<file path="src/rtl/core/tswt_pkg.sv">
// ----------------------------------------------------------------------------
// tswt_pkg
// shared types and constants of the send window tracker
// ----------------------------------------------------------------------------
package tswt_pkg;

  localparam int RingDepth = 16;
  localparam int TimeBits  = 48;
  localparam int PtrBits   = $clog2(RingDepth);
  localparam int CntBits   = $clog2(RingDepth + 1);
  localparam int QDepth    = 2;

  localparam logic [1:0] KindSend   = 2'd0;
  localparam logic [1:0] KindAck    = 2'd1;
  localparam logic [1:0] KindResend = 2'd2;

  localparam logic [1:0] StOk     = 2'd0;
  localparam logic [1:0] StNoRoom = 2'd1;
  localparam logic [1:0] StSeqErr = 2'd2;
  localparam logic [1:0] StFull   = 2'd3;

  localparam logic [1:0] RegWindow = 2'd0;
  localparam logic [1:0] RegBase   = 2'd1;
  localparam logic [1:0] RegThresh = 2'd2;

  typedef struct packed {
    logic [1:0]          kind;
    logic [31:0]         seq_num;
    logic [15:0]         seg_length;
    logic [31:0]         ack_num;
    logic [TimeBits-1:0] now_ticks;
  } req_t;

  typedef struct packed {
    logic [1:0]          send_status;
    logic                new_ack;
    logic                dup_ack;
    logic                fast_retransmit;
    logic                rtt_valid;
    logic [TimeBits-1:0] rtt_ticks;
    logic                ack_misaligned;
    logic                resend_valid;
    logic [31:0]         resend_seq;
    logic [15:0]         resend_length;
    logic [31:0]         next_seq;
  } res_t;

  typedef struct packed {
    logic        window_we;
    logic        base_we;
    logic        thresh_we;
    logic [31:0] wdata;
  } cfg_t;

  typedef enum logic [1:0] {
    S_IDLE,
    S_POP,
    S_DONE
  } state_e;

endpackage

</file>
<file path="src/rtl/core/tcp_send_window_tracker_unit.sv">
// ----------------------------------------------------------------------------
// tcp_send_window_tracker_unit
// send window tracker: segment ring, cumulative acks, fast retransmit
// ----------------------------------------------------------------------------
// channel   direction  handshake
// request   in         push / full
// result    out        pop / empty
// config    in         apb psel/penable/pwrite, pready high
// send, dup ack, resend and behind-base acks are answered straight from the idle state
// an ack ahead of the base pops segments in S_POP, then answers from S_DONE (ring read port)
// a two-entry request queue keeps accepting while the back end works
// reset clears pointers, counts and registers; the ring needs no clearing
module tcp_send_window_tracker_unit (
  input  logic        clk_i,
  input  logic        rst_ni,
  input  logic        push,
  output logic        full,
  input  logic [1:0]  kind_i,
  input  logic [31:0] seq_num_i,
  input  logic [15:0] seg_length_i,
  input  logic [31:0] ack_num_i,
  input  logic [tswt_pkg::TimeBits-1:0] now_ticks_i,
  output logic        empty,
  input  logic        pop,
  output logic [1:0]  send_status_o,
  output logic        new_ack_o,
  output logic        dup_ack_o,
  output logic        fast_retransmit_o,
  output logic        rtt_valid_o,
  output logic [tswt_pkg::TimeBits-1:0] rtt_ticks_o,
  output logic        ack_misaligned_o,
  output logic        resend_valid_o,
  output logic [31:0] resend_seq_o,
  output logic [15:0] resend_length_o,
  output logic [31:0] next_seq_o,
  input  logic        psel,
  input  logic        penable,
  input  logic        pwrite,
  input  logic [3:0]  paddr,
  input  logic [31:0] pwdata,
  output logic [31:0] prdata,
  output logic        pready
);
  tswt_pkg::req_t req_in, req_q;
  tswt_pkg::res_t res;
  tswt_pkg::cfg_t cfg;
  logic vld, take, res_vld, wr;
  logic [31:0] window, base_cfg;
  logic [7:0] thr_cfg;

  assign req_in = '{kind: kind_i, seq_num: seq_num_i, seg_length: seg_length_i,
                    ack_num: ack_num_i, now_ticks: now_ticks_i};

  assign pready = 1'b1;
  assign wr = psel && penable && pwrite;
  assign cfg.window_we = wr && paddr[3:2] == tswt_pkg::RegWindow;
  assign cfg.base_we   = wr && paddr[3:2] == tswt_pkg::RegBase;
  assign cfg.thresh_we = wr && paddr[3:2] == tswt_pkg::RegThresh;
  assign cfg.wdata     = pwdata;

  always_comb begin
    case (paddr[3:2])
      tswt_pkg::RegWindow: prdata = window;
      tswt_pkg::RegBase:   prdata = base_cfg;
      tswt_pkg::RegThresh: prdata = {24'd0, thr_cfg};
      default:             prdata = 32'd0;
    endcase
  end

  tswt_front u_front (
    .clk_i, .rst_ni, .push_i(push), .full_o(full), .req_i(req_in),
    .vld_o(vld), .take_i(take), .req_o(req_q)
  );

  tswt_back u_back (
    .clk_i, .rst_ni, .cfg_i(cfg), .vld_i(vld), .req_i(req_q), .take_o(take),
    .res_vld_o(res_vld), .pop_i(pop), .res_o(res), .window_o(window),
    .base_cfg_o(base_cfg), .thresh_cfg_o(thr_cfg)
  );

  assign empty             = !res_vld;
  assign send_status_o     = res.send_status;
  assign new_ack_o         = res.new_ack;
  assign dup_ack_o         = res.dup_ack;
  assign fast_retransmit_o = res.fast_retransmit;
  assign rtt_valid_o       = res.rtt_valid;
  assign rtt_ticks_o       = res.rtt_ticks;
  assign ack_misaligned_o  = res.ack_misaligned;
  assign resend_valid_o    = res.resend_valid;
  assign resend_seq_o      = res.resend_seq;
  assign resend_length_o   = res.resend_length;
  assign next_seq_o        = res.next_seq;

endmodule

</file>
<file path="src/rtl/core/tswt_front.sv">
// ----------------------------------------------------------------------------
// tswt_front
// input queue between the request port and the execution back end
// ----------------------------------------------------------------------------
module tswt_front (
  input  logic            clk_i,
  input  logic            rst_ni,
  input  logic            push_i,
  output logic            full_o,
  input  tswt_pkg::req_t  req_i,
  output logic            vld_o,
  input  logic            take_i,
  output tswt_pkg::req_t  req_o
);

  tswt_pkg::req_t mem_q [tswt_pkg::QDepth];
  logic rd_q, wr_q;
  logic [1:0] cnt_q;
  logic do_push, do_pop;

  assign full_o  = (cnt_q == 2'(tswt_pkg::QDepth));
  assign vld_o   = (cnt_q != 2'd0);
  assign do_push = push_i && !full_o;
  assign do_pop  = take_i && vld_o;
  assign req_o   = mem_q[rd_q];

  always_ff @(posedge clk_i) begin
    if (do_push) mem_q[wr_q] <= req_i;
  end

  always_ff @(posedge clk_i or negedge rst_ni) begin
    if (!rst_ni) begin
      rd_q <= 1'b0; wr_q <= 1'b0; cnt_q <= 2'd0;
    end else begin
      if (do_push) wr_q <= !wr_q;
      if (do_pop) rd_q <= !rd_q;
      cnt_q <= cnt_q + 2'(do_push) - 2'(do_pop);
    end
  end

`ifndef NO_ASSERTIONS
  a_cnt_range: assert property (@(posedge clk_i) disable iff (!rst_ni)
    cnt_q <= 2'(tswt_pkg::QDepth)) else $error("queue overflow");
  a_cnt_step: assert property (@(posedge clk_i) disable iff (!rst_ni)
    (do_push && !do_pop) |=> cnt_q == $past(cnt_q) + 2'd1) else $error("count");
  a_ptrs: assert property (@(posedge clk_i) disable iff (!rst_ni)
    (cnt_q == 2'd0 || cnt_q == 2'd2) |-> rd_q == wr_q) else $error("pointers");
`endif

endmodule

</file>
<file path="src/rtl/core/tswt_back.sv">
// ----------------------------------------------------------------------------
// tswt_back
// ring state and request execution, one popped segment per cycle
// ----------------------------------------------------------------------------
module tswt_back (
  input  logic            clk_i,
  input  logic            rst_ni,
  input  tswt_pkg::cfg_t  cfg_i,
  input  logic            vld_i,
  input  tswt_pkg::req_t  req_i,
  output logic            take_o,
  output logic            res_vld_o,
  input  logic            pop_i,
  output tswt_pkg::res_t  res_o,
  output logic [31:0]     window_o,
  output logic [31:0]     base_cfg_o,
  output logic [7:0]      thresh_cfg_o
);
  localparam int PB = tswt_pkg::PtrBits;
  localparam int CB = tswt_pkg::CntBits;
  localparam int TB = tswt_pkg::TimeBits;

  logic [31:0] seq_mem [tswt_pkg::RingDepth];
  logic [15:0] len_mem [tswt_pkg::RingDepth];
  logic [TB-1:0] start_mem [tswt_pkg::RingDepth];

  tswt_pkg::state_e state_q, state_d;
  logic [PB-1:0] head_q, tail_q;
  logic [CB-1:0] count_q;
  logic [31:0] base_q, outst_q, window_q, base_cfg_q;
  logic [7:0] dupc_q, thr_q, thr_cfg_q;
  logic retx_q;
  tswt_pkg::res_t res_q;
  logic res_vld_q;
  tswt_pkg::req_t cur_q;
  logic popped_q;
  logic [TB-1:0] rtt_q;
  logic [31:0] oldnext_q;

  logic [31:0] hseq, nxt, room, ahead, d;
  logic [15:0] hlen;
  logic [TB-1:0] hstart;
  logic start, can_pop, out_free, send_ok;
  logic [8:0] tsum;

  assign hseq   = seq_mem[head_q];
  assign hlen   = len_mem[head_q];
  assign hstart = start_mem[head_q];
  assign nxt    = base_q + outst_q;
  assign room   = (window_q > outst_q) ? window_q - outst_q : 32'd0;
  assign out_free = !res_vld_q || pop_i;
  assign start  = (state_q == tswt_pkg::S_IDLE) && vld_i && out_free;
  assign take_o = start;
  assign ahead  = req_i.ack_num - base_q;
  assign d      = cur_q.ack_num - hseq;
  assign can_pop = (count_q != '0) && (d != 32'd0) && !d[31] && (d >= {16'd0, hlen});
  assign tsum   = {1'b0, thr_q} + {2'b0, thr_q[7:1]};
  assign send_ok = !(window_q != 32'd0 && room < {16'd0, req_i.seg_length}) &&
                   (req_i.seq_num == nxt) && (count_q != CB'(tswt_pkg::RingDepth));

  assign res_vld_o    = res_vld_q;
  assign res_o        = res_q;
  assign window_o     = window_q;
  assign base_cfg_o   = base_cfg_q;
  assign thresh_cfg_o = thr_cfg_q;

  always_comb begin
    state_d = state_q;
    case (state_q)
      tswt_pkg::S_IDLE: begin
        if (start && req_i.kind == tswt_pkg::KindAck && ahead != 0 && !ahead[31])
          state_d = tswt_pkg::S_POP;
      end
      tswt_pkg::S_POP: begin
        if (!can_pop) state_d = tswt_pkg::S_DONE;
      end
      tswt_pkg::S_DONE: begin
        if (out_free) state_d = tswt_pkg::S_IDLE;
      end
      default: state_d = tswt_pkg::S_IDLE;
    endcase
  end

  always_ff @(posedge clk_i) begin
    if (start && req_i.kind == tswt_pkg::KindSend && send_ok) begin
      seq_mem[tail_q]   <= req_i.seq_num;
      len_mem[tail_q]   <= req_i.seg_length;
      start_mem[tail_q] <= req_i.now_ticks;
    end
  end

  always_ff @(posedge clk_i or negedge rst_ni) begin
    if (!rst_ni) begin
      state_q <= tswt_pkg::S_IDLE;
      head_q <= '0; tail_q <= '0; count_q <= '0;
      base_q <= '0; outst_q <= '0; window_q <= 32'd65535; base_cfg_q <= '0;
      dupc_q <= '0; thr_q <= 8'd3; thr_cfg_q <= 8'd3; retx_q <= 1'b0;
      res_vld_q <= 1'b0; res_q <= '0; cur_q <= '0;
      popped_q <= 1'b0; rtt_q <= '0; oldnext_q <= '0;
    end else begin
      state_q <= state_d;
      if (cfg_i.window_we) window_q <= cfg_i.wdata;
      if (cfg_i.base_we) begin
        base_cfg_q <= cfg_i.wdata; base_q <= cfg_i.wdata;
      end
      if (cfg_i.thresh_we) thr_cfg_q <= cfg_i.wdata[7:0];
      if (pop_i && res_vld_q) res_vld_q <= 1'b0;
      if (start) begin
        res_q <= '0;
        case (req_i.kind)
          tswt_pkg::KindSend: begin
            if (window_q != 0 && room < {16'd0, req_i.seg_length}) begin
              res_q.send_status <= tswt_pkg::StNoRoom; res_q.next_seq <= nxt;
            end else if (req_i.seq_num != nxt) begin
              res_q.send_status <= tswt_pkg::StSeqErr; res_q.next_seq <= nxt;
            end else if (count_q == CB'(tswt_pkg::RingDepth)) begin
              res_q.send_status <= tswt_pkg::StFull; res_q.next_seq <= nxt;
            end else begin
              res_q.send_status <= tswt_pkg::StOk;
              tail_q <= tail_q + 1'b1;
              count_q <= count_q + 1'b1;
              outst_q <= outst_q + {16'd0, req_i.seg_length};
              res_q.next_seq <= nxt + {16'd0, req_i.seg_length};
            end
            res_vld_q <= 1'b1;
          end
          tswt_pkg::KindAck: begin
            if (ahead != 0 && !ahead[31]) begin
              cur_q <= req_i; popped_q <= 1'b0; rtt_q <= '0; oldnext_q <= nxt;
            end else begin
              if (ahead == 0) begin
                res_q.dup_ack <= 1'b1;
                if ((dupc_q == 8'd255 ? dupc_q : dupc_q + 8'd1) >= thr_q) begin
                  dupc_q <= '0;
                  thr_q <= tsum[8] ? 8'd255 : tsum[7:0];
                  res_q.fast_retransmit <= 1'b1;
                end else if (dupc_q != 8'd255) begin
                  dupc_q <= dupc_q + 8'd1;
                end
              end
              res_q.next_seq <= nxt;
              res_vld_q <= 1'b1;
            end
          end
          tswt_pkg::KindResend: begin
            if (count_q != '0) begin
              retx_q <= 1'b1;
              res_q.resend_valid <= 1'b1;
              res_q.resend_seq <= hseq;
              res_q.resend_length <= hlen;
            end
            res_q.next_seq <= nxt;
            res_vld_q <= 1'b1;
          end
          default: begin
            res_q.next_seq <= nxt;
            res_vld_q <= 1'b1;
          end
        endcase
      end
      if (state_q == tswt_pkg::S_POP && can_pop) begin
        outst_q <= outst_q - {16'd0, hlen};
        rtt_q <= cur_q.now_ticks - hstart;
        popped_q <= 1'b1;
        head_q <= head_q + 1'b1;
        count_q <= count_q - 1'b1;
      end
      if (state_q == tswt_pkg::S_DONE && out_free) begin
        res_q <= '0;
        res_q.new_ack <= 1'b1;
        res_q.ack_misaligned <=
          cur_q.ack_num != ((count_q != '0) ? hseq : oldnext_q);
        res_q.rtt_valid <= popped_q && !retx_q;
        res_q.rtt_ticks <= (popped_q && !retx_q) ? rtt_q : '0;
        res_q.next_seq <= cur_q.ack_num + outst_q;
        res_vld_q <= 1'b1;
        base_q <= cur_q.ack_num;
        dupc_q <= '0;
        thr_q <= thr_cfg_q;
        if (count_q == '0) retx_q <= 1'b0;
      end
    end
  end

`ifndef NO_ASSERTIONS
  a_count: assert property (@(posedge clk_i) disable iff (!rst_ni)
    count_q <= CB'(tswt_pkg::RingDepth)) else $error("ring count");
  a_ptrs: assert property (@(posedge clk_i) disable iff (!rst_ni)
    (count_q == '0) |-> head_q == tail_q) else $error("ring pointers");
  a_take: assert property (@(posedge clk_i) disable iff (!rst_ni)
    take_o |-> state_q == tswt_pkg::S_IDLE) else $error("take while busy");
`endif

endmodule
</file>
<file path="config.mk">
export PLATFORM = sky130hd
export DESIGN_NAME = tcp_send_window_tracker_unit
export DESIGN_NICKNAME = d
export VERILOG_FILES = /design/src/rtl/core/tswt_pkg.sv /design/src/rtl/core/tcp_send_window_tracker_unit.sv /design/src/rtl/core/tswt_front.sv /design/src/rtl/core/tswt_back.sv
export SDC_FILE = /design/constraint.sdc
export NUM_CORES = 2
export LEC_CHECK = 0
export BUFFER_PORTS_ARGS = -buffer_cell sky130_fd_sc_hd__buf_4
export CORE_MARGIN = 1.5
export CORE_UTILIZATION = 40
export CTS_BUF_LIST = sky130_fd_sc_hd__clkbuf_4 sky130_fd_sc_hd__clkbuf_8
export DETAILED_ROUTE_END_ITERATION = 7
export HOLD_SLACK_MARGIN = 0.02
export PLACE_DENSITY_LB_ADDON = 0.05
export SYNTH_ARGS = -nofsm -noshare
export SYNTH_HDL_FRONTEND = slang
export SYNTH_SLANG_ARGS = --single-unit
</file>
<file path="constraint.sdc">
create_clock -name clk_i -period 23.1 [get_ports clk_i]
set_input_delay 2.31 -clock clk_i [delete_from_list [all_inputs] [get_ports clk_i]]
set_output_delay 2.31 -clock clk_i [all_outputs]
set_load 0.005 [all_outputs]
</file>
# After elaboration in Yosys (flattened, before gate mapping)
# Memories as Yosys holds them, arrays and structs flattened.
# Index checks and enable logic that the tools add are counted.
[word_totals] mem_count=4 in_bits=173 reg_bits=470 output_inout_bits=171 ramBits=1796
[memory_table] memory="u_back.start_mem" words=16 word_bits=48 rd=1 rd_ports_with_merged_regs=0 wr=1 line_no="tswt_back.sv:25" source="logic [TB-1:0] start_mem [tswt_pkg::RingDepth];"
[memory_table] memory="u_back.seq_mem" words=16 word_bits=32 rd=1 rd_ports_with_merged_regs=0 wr=1 line_no="tswt_back.sv:23" source="logic [31:0] seq_mem [tswt_pkg::RingDepth];"
[memory_table] memory="u_front.mem_q" words=2 word_bits=130 rd=1 rd_ports_with_merged_regs=0 wr=1 line_no="tswt_front.sv:16" source="tswt_pkg::req_t mem_q [tswt_pkg::QDepth];"
[memory_table] memory="u_back.len_mem" words=16 word_bits=16 rd=1 rd_ports_with_merged_regs=0 wr=1 line_no="tswt_back.sv:24" source="logic [15:0] len_mem [tswt_pkg::RingDepth];"
[op_classes] n_eq_ne=21 n_mux=76 add_sub_neg=17 bitwise=3 n_lt_le_gt_ge=4 n_reduce_logical=61
[op_table] operator="$mux W32" count=14
[op_table] operator="$mux W136" count=2
[op_table] operator="$mux W48" count=5
[op_table] operator="$mux W8" count=15
[op_table] operator="$mux W49" count=2
[op_table] operator="$pmux W32 S3" count=1
[op_table] operator="$reduce_bool A32 Y1" count=3
[op_table] operator="$sub A32 B32 Y32" count=3
[op_table] operator="$add A32 B16 Y32" count=2
[op_table] operator="$add A32 B32 Y32" count=2
[op_table] operator="$ne A32 B32 Y1" count=2
[op_table] operator="$pmux W32 S2" count=1
[op_table] operator="$sub A48 B48 Y48" count=1
[op_table] operator="$eq A32 B32 Y1" count=1
[op_table] operator="$ge A32 B16 Y1" count=1
[op_table] operator="$gt A32 B32 Y1" count=1
[op_table] operator="$logic_not A32 Y1" count=1
[op_table] operator="$lt A32 B16 Y1" count=1
[op_table] operator="$sub A32 B16 Y32" count=1
[op_table] operator="$mux W5" count=6
[op_table] operator="$logic_and A1 B1 Y1" count=25
[op_table] operator="$mux W2" count=10
[op_table] operator="$reduce_and A5 Y1" count=4
[op_table] operator="$reduce_bool A2 Y1" count=10
[op_table] operator="26 further kinds" count=68

# Longest topological paths before layout
[logic_depth] ltp_word=10 ltp_mapped=47 ltp_nobuf=42

# Modules after synthesis
# A second synthesis with hierarchy kept.
[hier_totals] cells_unflattened=7200 area_unflattened_um2=104466.4
[modules_own_cells] module="tswt_back" n_inst=1 seq_area_each_um2=57810.4 cells_per_inst=6696 area_each_um2=93907.6
[modules_own_cells] module="tswt_front" n_inst=1 seq_area_each_um2=7907.6 cells_per_inst=423 area_each_um2=9957.0
[modules_own_cells] module="tcp_send_window_tracker_unit" n_inst=1 seq_area_each_um2=0.0 cells_per_inst=81 area_each_um2=601.8

# Worst setup path after synthesis
# Ideal clock, no wire load.
[synth_path] path_kind="reg2reg" startpoint="register u_back.outst_q[1]" endpoint="memory u_back.len_mem[10][0] (enable)" n_path_buf=2 path_stages_with_launch=23 slack_ns=9.034 period_less_slack_ns=14.066 t_arrival_ns=13.280 cell_sequence="dfrtp_1 > inv_1 > fa_1 > nand3_1 > a21oi_1 > nor3_1 > o31ai_1 > a21oi_1 > a21o_1 > clkbuf_1 > nor2_1 > ha_1 > a21o_1 > a21oi_1 > a211oi_1 > nand2_1 > o21ai_0 > nor4_1 > o2111ai_1 > o21a_1 > nand3_1 > clkbuf_1 > nor4_1"
[synth_via] elab_chain_len=10 elab_cells_between_ends=13 cone_classes="add/sub: 2; order compare: 2; eq/ne: 1; mux: 3; reduce/logical: 5"
[synth_lines] element="from (decl)" line_no="tswt_back.sv:30" source="logic [31:0] base_q, outst_q, window_q, base_cfg_q;"
[synth_lines] element="from (signal assigned)" line_no="tswt_back.sv:122" source="outst_q <= outst_q + {16'd0, req_i.seg_length};"
[synth_lines] element="from (signal assigned)" line_no="tswt_back.sv:162" source="outst_q <= outst_q - {16'd0, hlen};"
[synth_lines] element="$sub A32 B32 Y32 / $gt A32 B32 Y1 (equally long branches)" line_no="tswt_back.sv:50" source="assign room = (window_q > outst_q) ? window_q - outst_q : 32'd0;"
[synth_lines] element="$mux W32" line_no="tswt_back.sv:50"
[synth_lines] element="$lt A32 B16 Y1" line_no="tswt_back.sv:58" source="assign send_ok = !(window_q != 32'd0 && room < {16'd0, req_i.seg_length}) &&"
[synth_lines] element="$logic_and A1 B1 Y1" line_no="tswt_back.sv:58"
[synth_lines] element="$logic_not A1 Y1" line_no="tswt_back.sv:58"
[synth_lines] element="$logic_and A1 B1 Y1 (*)" line_no="tswt_back.sv:58"
[synth_lines] element="$logic_and A1 B1 Y1 (*)" line_no="tswt_back.sv:59" source="(req_i.seq_num == nxt) && (count_q != CB'(tswt_pkg::RingDepth));"
[synth_lines] element="$logic_and A1 B1 Y1 (*)" line_no="tswt_back.sv:85" source="if (start && req_i.kind == tswt_pkg::KindSend && send_ok) begin"
[synth_lines] element="$mux W1 (*)" line_no="tswt_back.sv:85"
[synth_lines] element="$mux W1 (implied by the code) (*)" line_no="tswt_back.sv:87" source="len_mem[tail_q] <= req_i.seg_length;"
[synth_lines] element="to (decl)" line_no="tswt_back.sv:24"
# Every way passes the cells marked *; elsewhere a longest branch is shown, timed or not.

# Worst setup path in the final report
[layout_path] startpoint="register u_back.head_q[1]" endpoint="register u_back.outst_q[31]"
[layout_via] elab_chain_len=9 elab_cells_between_ends=18 cone_classes="add/sub: 2; order compare: 1; eq/ne: 3; mux: 1; reduce/logical: 9; memory: 2"
[layout_lines] element="from (decl)" line_no="tswt_back.sv:28" source="logic [PB-1:0] head_q, tail_q;"
[layout_lines] element="from (signal assigned)" line_no="tswt_back.sv:165" source="head_q <= head_q + 1'b1;"
[layout_lines] element="branches (longest 9 deep; another with $mem_v2 Z16 W32)"
# Several ways; the timed one is not identified.
# A chain may end at the register's enable or synchronous reset.

==> impl_metrics.py <==
metrics = {
    "logic_synthesis": {
        "syn_nets": 7876,
        "yosysTopAreaCell": "edfxtp_1",
        "yosysWarnings": 0,
        "yosys-top-cells-area": "edfxtp_1 (52%), dfrtp_1 (11%), mux4_2 (4.2%)",
        "synth-edff-count": 1796,
        "yosysSeqAreaShare_pct": 63.2,
        "synthArstFlopShare_pct": 20.7,
        "netlist.area_leader.share_pct": 51.9,
        "avgSynthCellArea_um2": 14.1,
        "ys_types": 104,
        "ys_seq_elements": 2266,
        "synthesis.area_um2": 104000,
        "dominantRegCellSynth": "edfxtp_1",
        "syn_inst": 7382,
    },
    "placement": {
        "io_buffers": 340,
        "gp_congestion": 0.910,
        "pre_cts_ws_ns": 10.79,
        "placed_area_um2": 111000,
        "post-dp-hpwl_um": 215000,
    },
    "die": {
        "fp.coreArea_um2": 259000,
        "io-pin-count": 344,
        "start_util_pct": 40.1,
        "dieArea_um2": 263000,
        "die_w_um": 513,
        "rows": 187,
        "die_h_um": 513,
    },
    "timing": {
        "drv_slew": 0,
        "fin_ws_ns": 10.69,
        "worst_pin_slew_ns": 1.21,
        "grt_setup_unrepaired": "false",
        "fin_tns_setup_ns": 0,
        "slew_headroom_pct": 17.8,
        "hold_viol": 0,
        "finClkSkew_ns": 0.0804,
        "finalSetupViolations": 0,
        "period_needed_ns": 12.41,
        "period_share_pct": 53.7,
        "fmaxAchievable_mhz": 80.6,
    },
    "power_and_ir_drop": {
        "power_density_nw_per_um2": 117,
        "leakagePower_uw": 0.0437,
        "ir_drop_v": 0.0000768,
    },
    "global_routing": {
        "gr-max-usage-layer": "met2",
        "grt_first_pass_wirelength_um": 483000,
        "grtUsageMet3_pct": 3.24,
        "antenna_found_initial": 11,
        "grt_max_degree": 149,
        "grtUsageTotal_pct": 25.4,
        "use_met1_pct": 34.6,
        "overflow": 0,
        "met2_usage_pct": 41.2,
        "grt_pass1_vias": 66900,
    },
    "setup_path": {
        "required_ns": 23.99,
        "crit_arrival_ns": 13.30,
        "critPathSlowestCell": "nor2b_4",
        "startpoint_type": "flip-flop",
        "rrSetupSlack_ns": 10.69,
        "timing.rr.start": "u_back.head_q[1]",
        "crit_type": "flip-flop to flip-flop",
        "cp-startpoint": "u_back.head_q[1]",
        "crit_top_cell": "o21ai_0",
        "reg2reg_to": "u_back.outst_q[31]",
        "cp_max_fo": 40,
        "cpPeakStageDelay_ns": 0.97,
        "critical_path.endpoint_type": "flip-flop",
        "reg2regPathDepth": 43,
    },
    "clock_network": {
        "path_clk_slew_ns": 0.06,
        "clk_path_buf_depth": 4,
        "cts_root_buf": "clkbuf_8",
        "cts.sinks": 2266,
        "cts-resized-gates": 0,
        "postCtsSetupRepairBufs": 0,
        "htree_levels": 5,
        "hold_buffers": 0,
        "cts_tree": "yes",
        "worst_skew_pair.late_latency_ns": 1.02,
        "numCtsBuffers": 403,
    },
    "layout": {
        "fin_util_pct": 46.0,
        "fin_nets": 8415,
        "stdcell_area_um2": 119000,
        "fillerInstances": 23100,
        "drive_gt1_share_pct": 21.6,
        "area_growth_pct": 14.6,
    },
    "min_path": {
        "holdPathStages": 2,
        "hp-start": "u_back.base_cfg_o[13]",
        "min_to": "u_back.base_cfg_o[13]",
        "hold_path_class": "flip-flop to flip-flop",
    },
    "route": {
        "drc_errors": 4,
        "dr_total_vias": 66500,
        "viasPerCell": 5.70,
        "wl_per_cell_um": 29.1,
        "ant_nets": 0,
        "firstDrtPassIters": 8,
        "initialDrtViolationCount": 5218,
        "wl_um": 339000,
    },
    "outcome": {
        "violations": "design-rule violations",
        "status": "finished with violations",
    },
    "run": {
        "drv_cap": 0,
    },
}
-- report_power, final --
group / internal, µW / switching [µW]
sequential: 5130 / 339
combinational: 1580 / 3000
clock: 2150 / 1690
total: 8860 / 5030
-- synthesized netlist by cell type (108+ instances only) --
| cell | number |
|---|---|
| a21oi_1 | 353 |
| clkbuf_1 | 230 |
| xnor2_1 | 189 |
| mux2_2 | 331 |
| inv_1 | 251 |
| nand3_1 | 119 |
| a221oi_1 | 147 |
| mux4_2 | 192 |
| mux2i_1 | 399 |
| nand2_1 | 466 |
| ha_1 | 312 |
| o21ai_0 | 455 |
| dfrtp_1 | 450 |
| a21o_1 | 108 |
| edfxtp_1 | 1796 |
| nor2_1 | 303 |
-- state kept, by name, indices dropped and copies added, names as in the netlist, 2 cells and up --
name                 count
u_back.base_cfg_o       32
u_back.base_q           32
u_back.count_q           5
u_back.cur_q            80
u_back.dupc_q            8
u_back.head_q            4
u_back.len_mem         256
u_back.oldnext_q        32
u_back.outst_q          32
u_back.res_o           136
u_back.rtt_q            48
u_back.seq_mem         512
u_back.start_mem       768
u_back.state_q           2
u_back.tail_q            4
u_back.thr_q             8
u_back.thresh_cfg_o      8
u_back.window_o         32
u_front.cnt_q            2
u_front.mem_q          260
-- critical path: cells and delay by family, from the launching register on --
family	cells	cell delay (ns)
compound gates	21	4.92
xor+xnor	2	0.38
fa+ha+maj	3	0.93
simple gates	10	2.59
mux	1	0.29
flops	1	0.72
buf+inv	6	2.32
-- kinds of logic (layout without fill, tap and decap cells) --
kind of cell / count (synthesis) / count (layout) / synth area share [%]
AND/OR/NAND/NOR: 1287 / 1287 / 5.84
AO/OA/AOI/OAI: 1701 / 1701 / 10.7
multiplexers: 923 / 923 / 11.6
flip-flops: 2266 / 2266 / 63.2
other: 1 / 6 / 0.00361
XOR/XNOR: 280 / 280 / 2.40
buffers and inverters: 603 / 1482 / 2.28
adder cells (fa/ha/maj): 321 / 321 / 3.93
-- layer usage --
metal | routed length [µm] | vias to the layer above
met5 | 0 | -
met2 | 159000 | 2060
li1 | - | 29800
met1 | 150000 | 34200
met4 | 13900 | 0
met3 | 16600 | 516
-- cell usage in the layout, fill, tap and decap left out, types with 23 or more instances in the layout --
master,n
edfxtp_1,1796
buf_4,476
nand2_1,464
o21ai_0,455
clkbuf_8,449
dfrtp_1,445
mux2i_1,398
a21oi_1,353
mux2_2,331
ha_1,312
nor2_1,297
inv_1,250
mux4_2,192
xnor2_1,189
a221oi_1,147
clkbuf_4,145
nand3_1,119
a21o_1,108
a22o_1,103
o21a_1,89
xor2_1,88
clkinv_1,71
a31oi_1,70
a22oi_1,66
nor3_1,61
clkinv_2,48
nand4_1,46
nor4_1,39
nor2b_1,38
and3_1,36
nand2b_1,36
o31ai_1,36
a211oi_1,32
o211ai_1,31
o21bai_1,24
or3_1,23
-- area by class of cell --
type	count	area, µm²	share of cell area [%]
Tap cell	3402	4260	3.57
Multi-Input combinational cell	4513	36100	30.3
Timing Repair Buffer	484	3730	3.13
Inverter	253	950	0.797
Clock inverter	151	1050	0.880
Clock buffer	594	7270	6.10
Antenna cell	5	12.5	0.0105
Sequential cell	2266	65700	55.2
-- worst max-delay path by stage --
stage,to,slack [ns],depth (start not counted)
finish,u_back.outst_q[31],10.69,43
global route,u_back.outst_q[31],10.10,42
CTS,u_back.outst_q[31],10.70,42
floorplan,u_back.len_mem[10][0],9.03,22
global placement,u_back.outst_q[31],10.80,42
detailed placement,u_back.outst_q[31],10.79,42
-- stage by stage --
step / instances / hold WS, ns / total power [µW]
after floorplan: 7382 / 0.439 / 8320
after global placement: 10900 / 0.453 / 10000
after detailed placement: 10900 / 0.464 / 10100
after CTS: 11700 / 0.463 / 14000
after global routing: 11700 / 0.487 / 14600
final: 11700 / 0.473 / 13900
No activity file was read; power rests on OpenSTA's default activity.
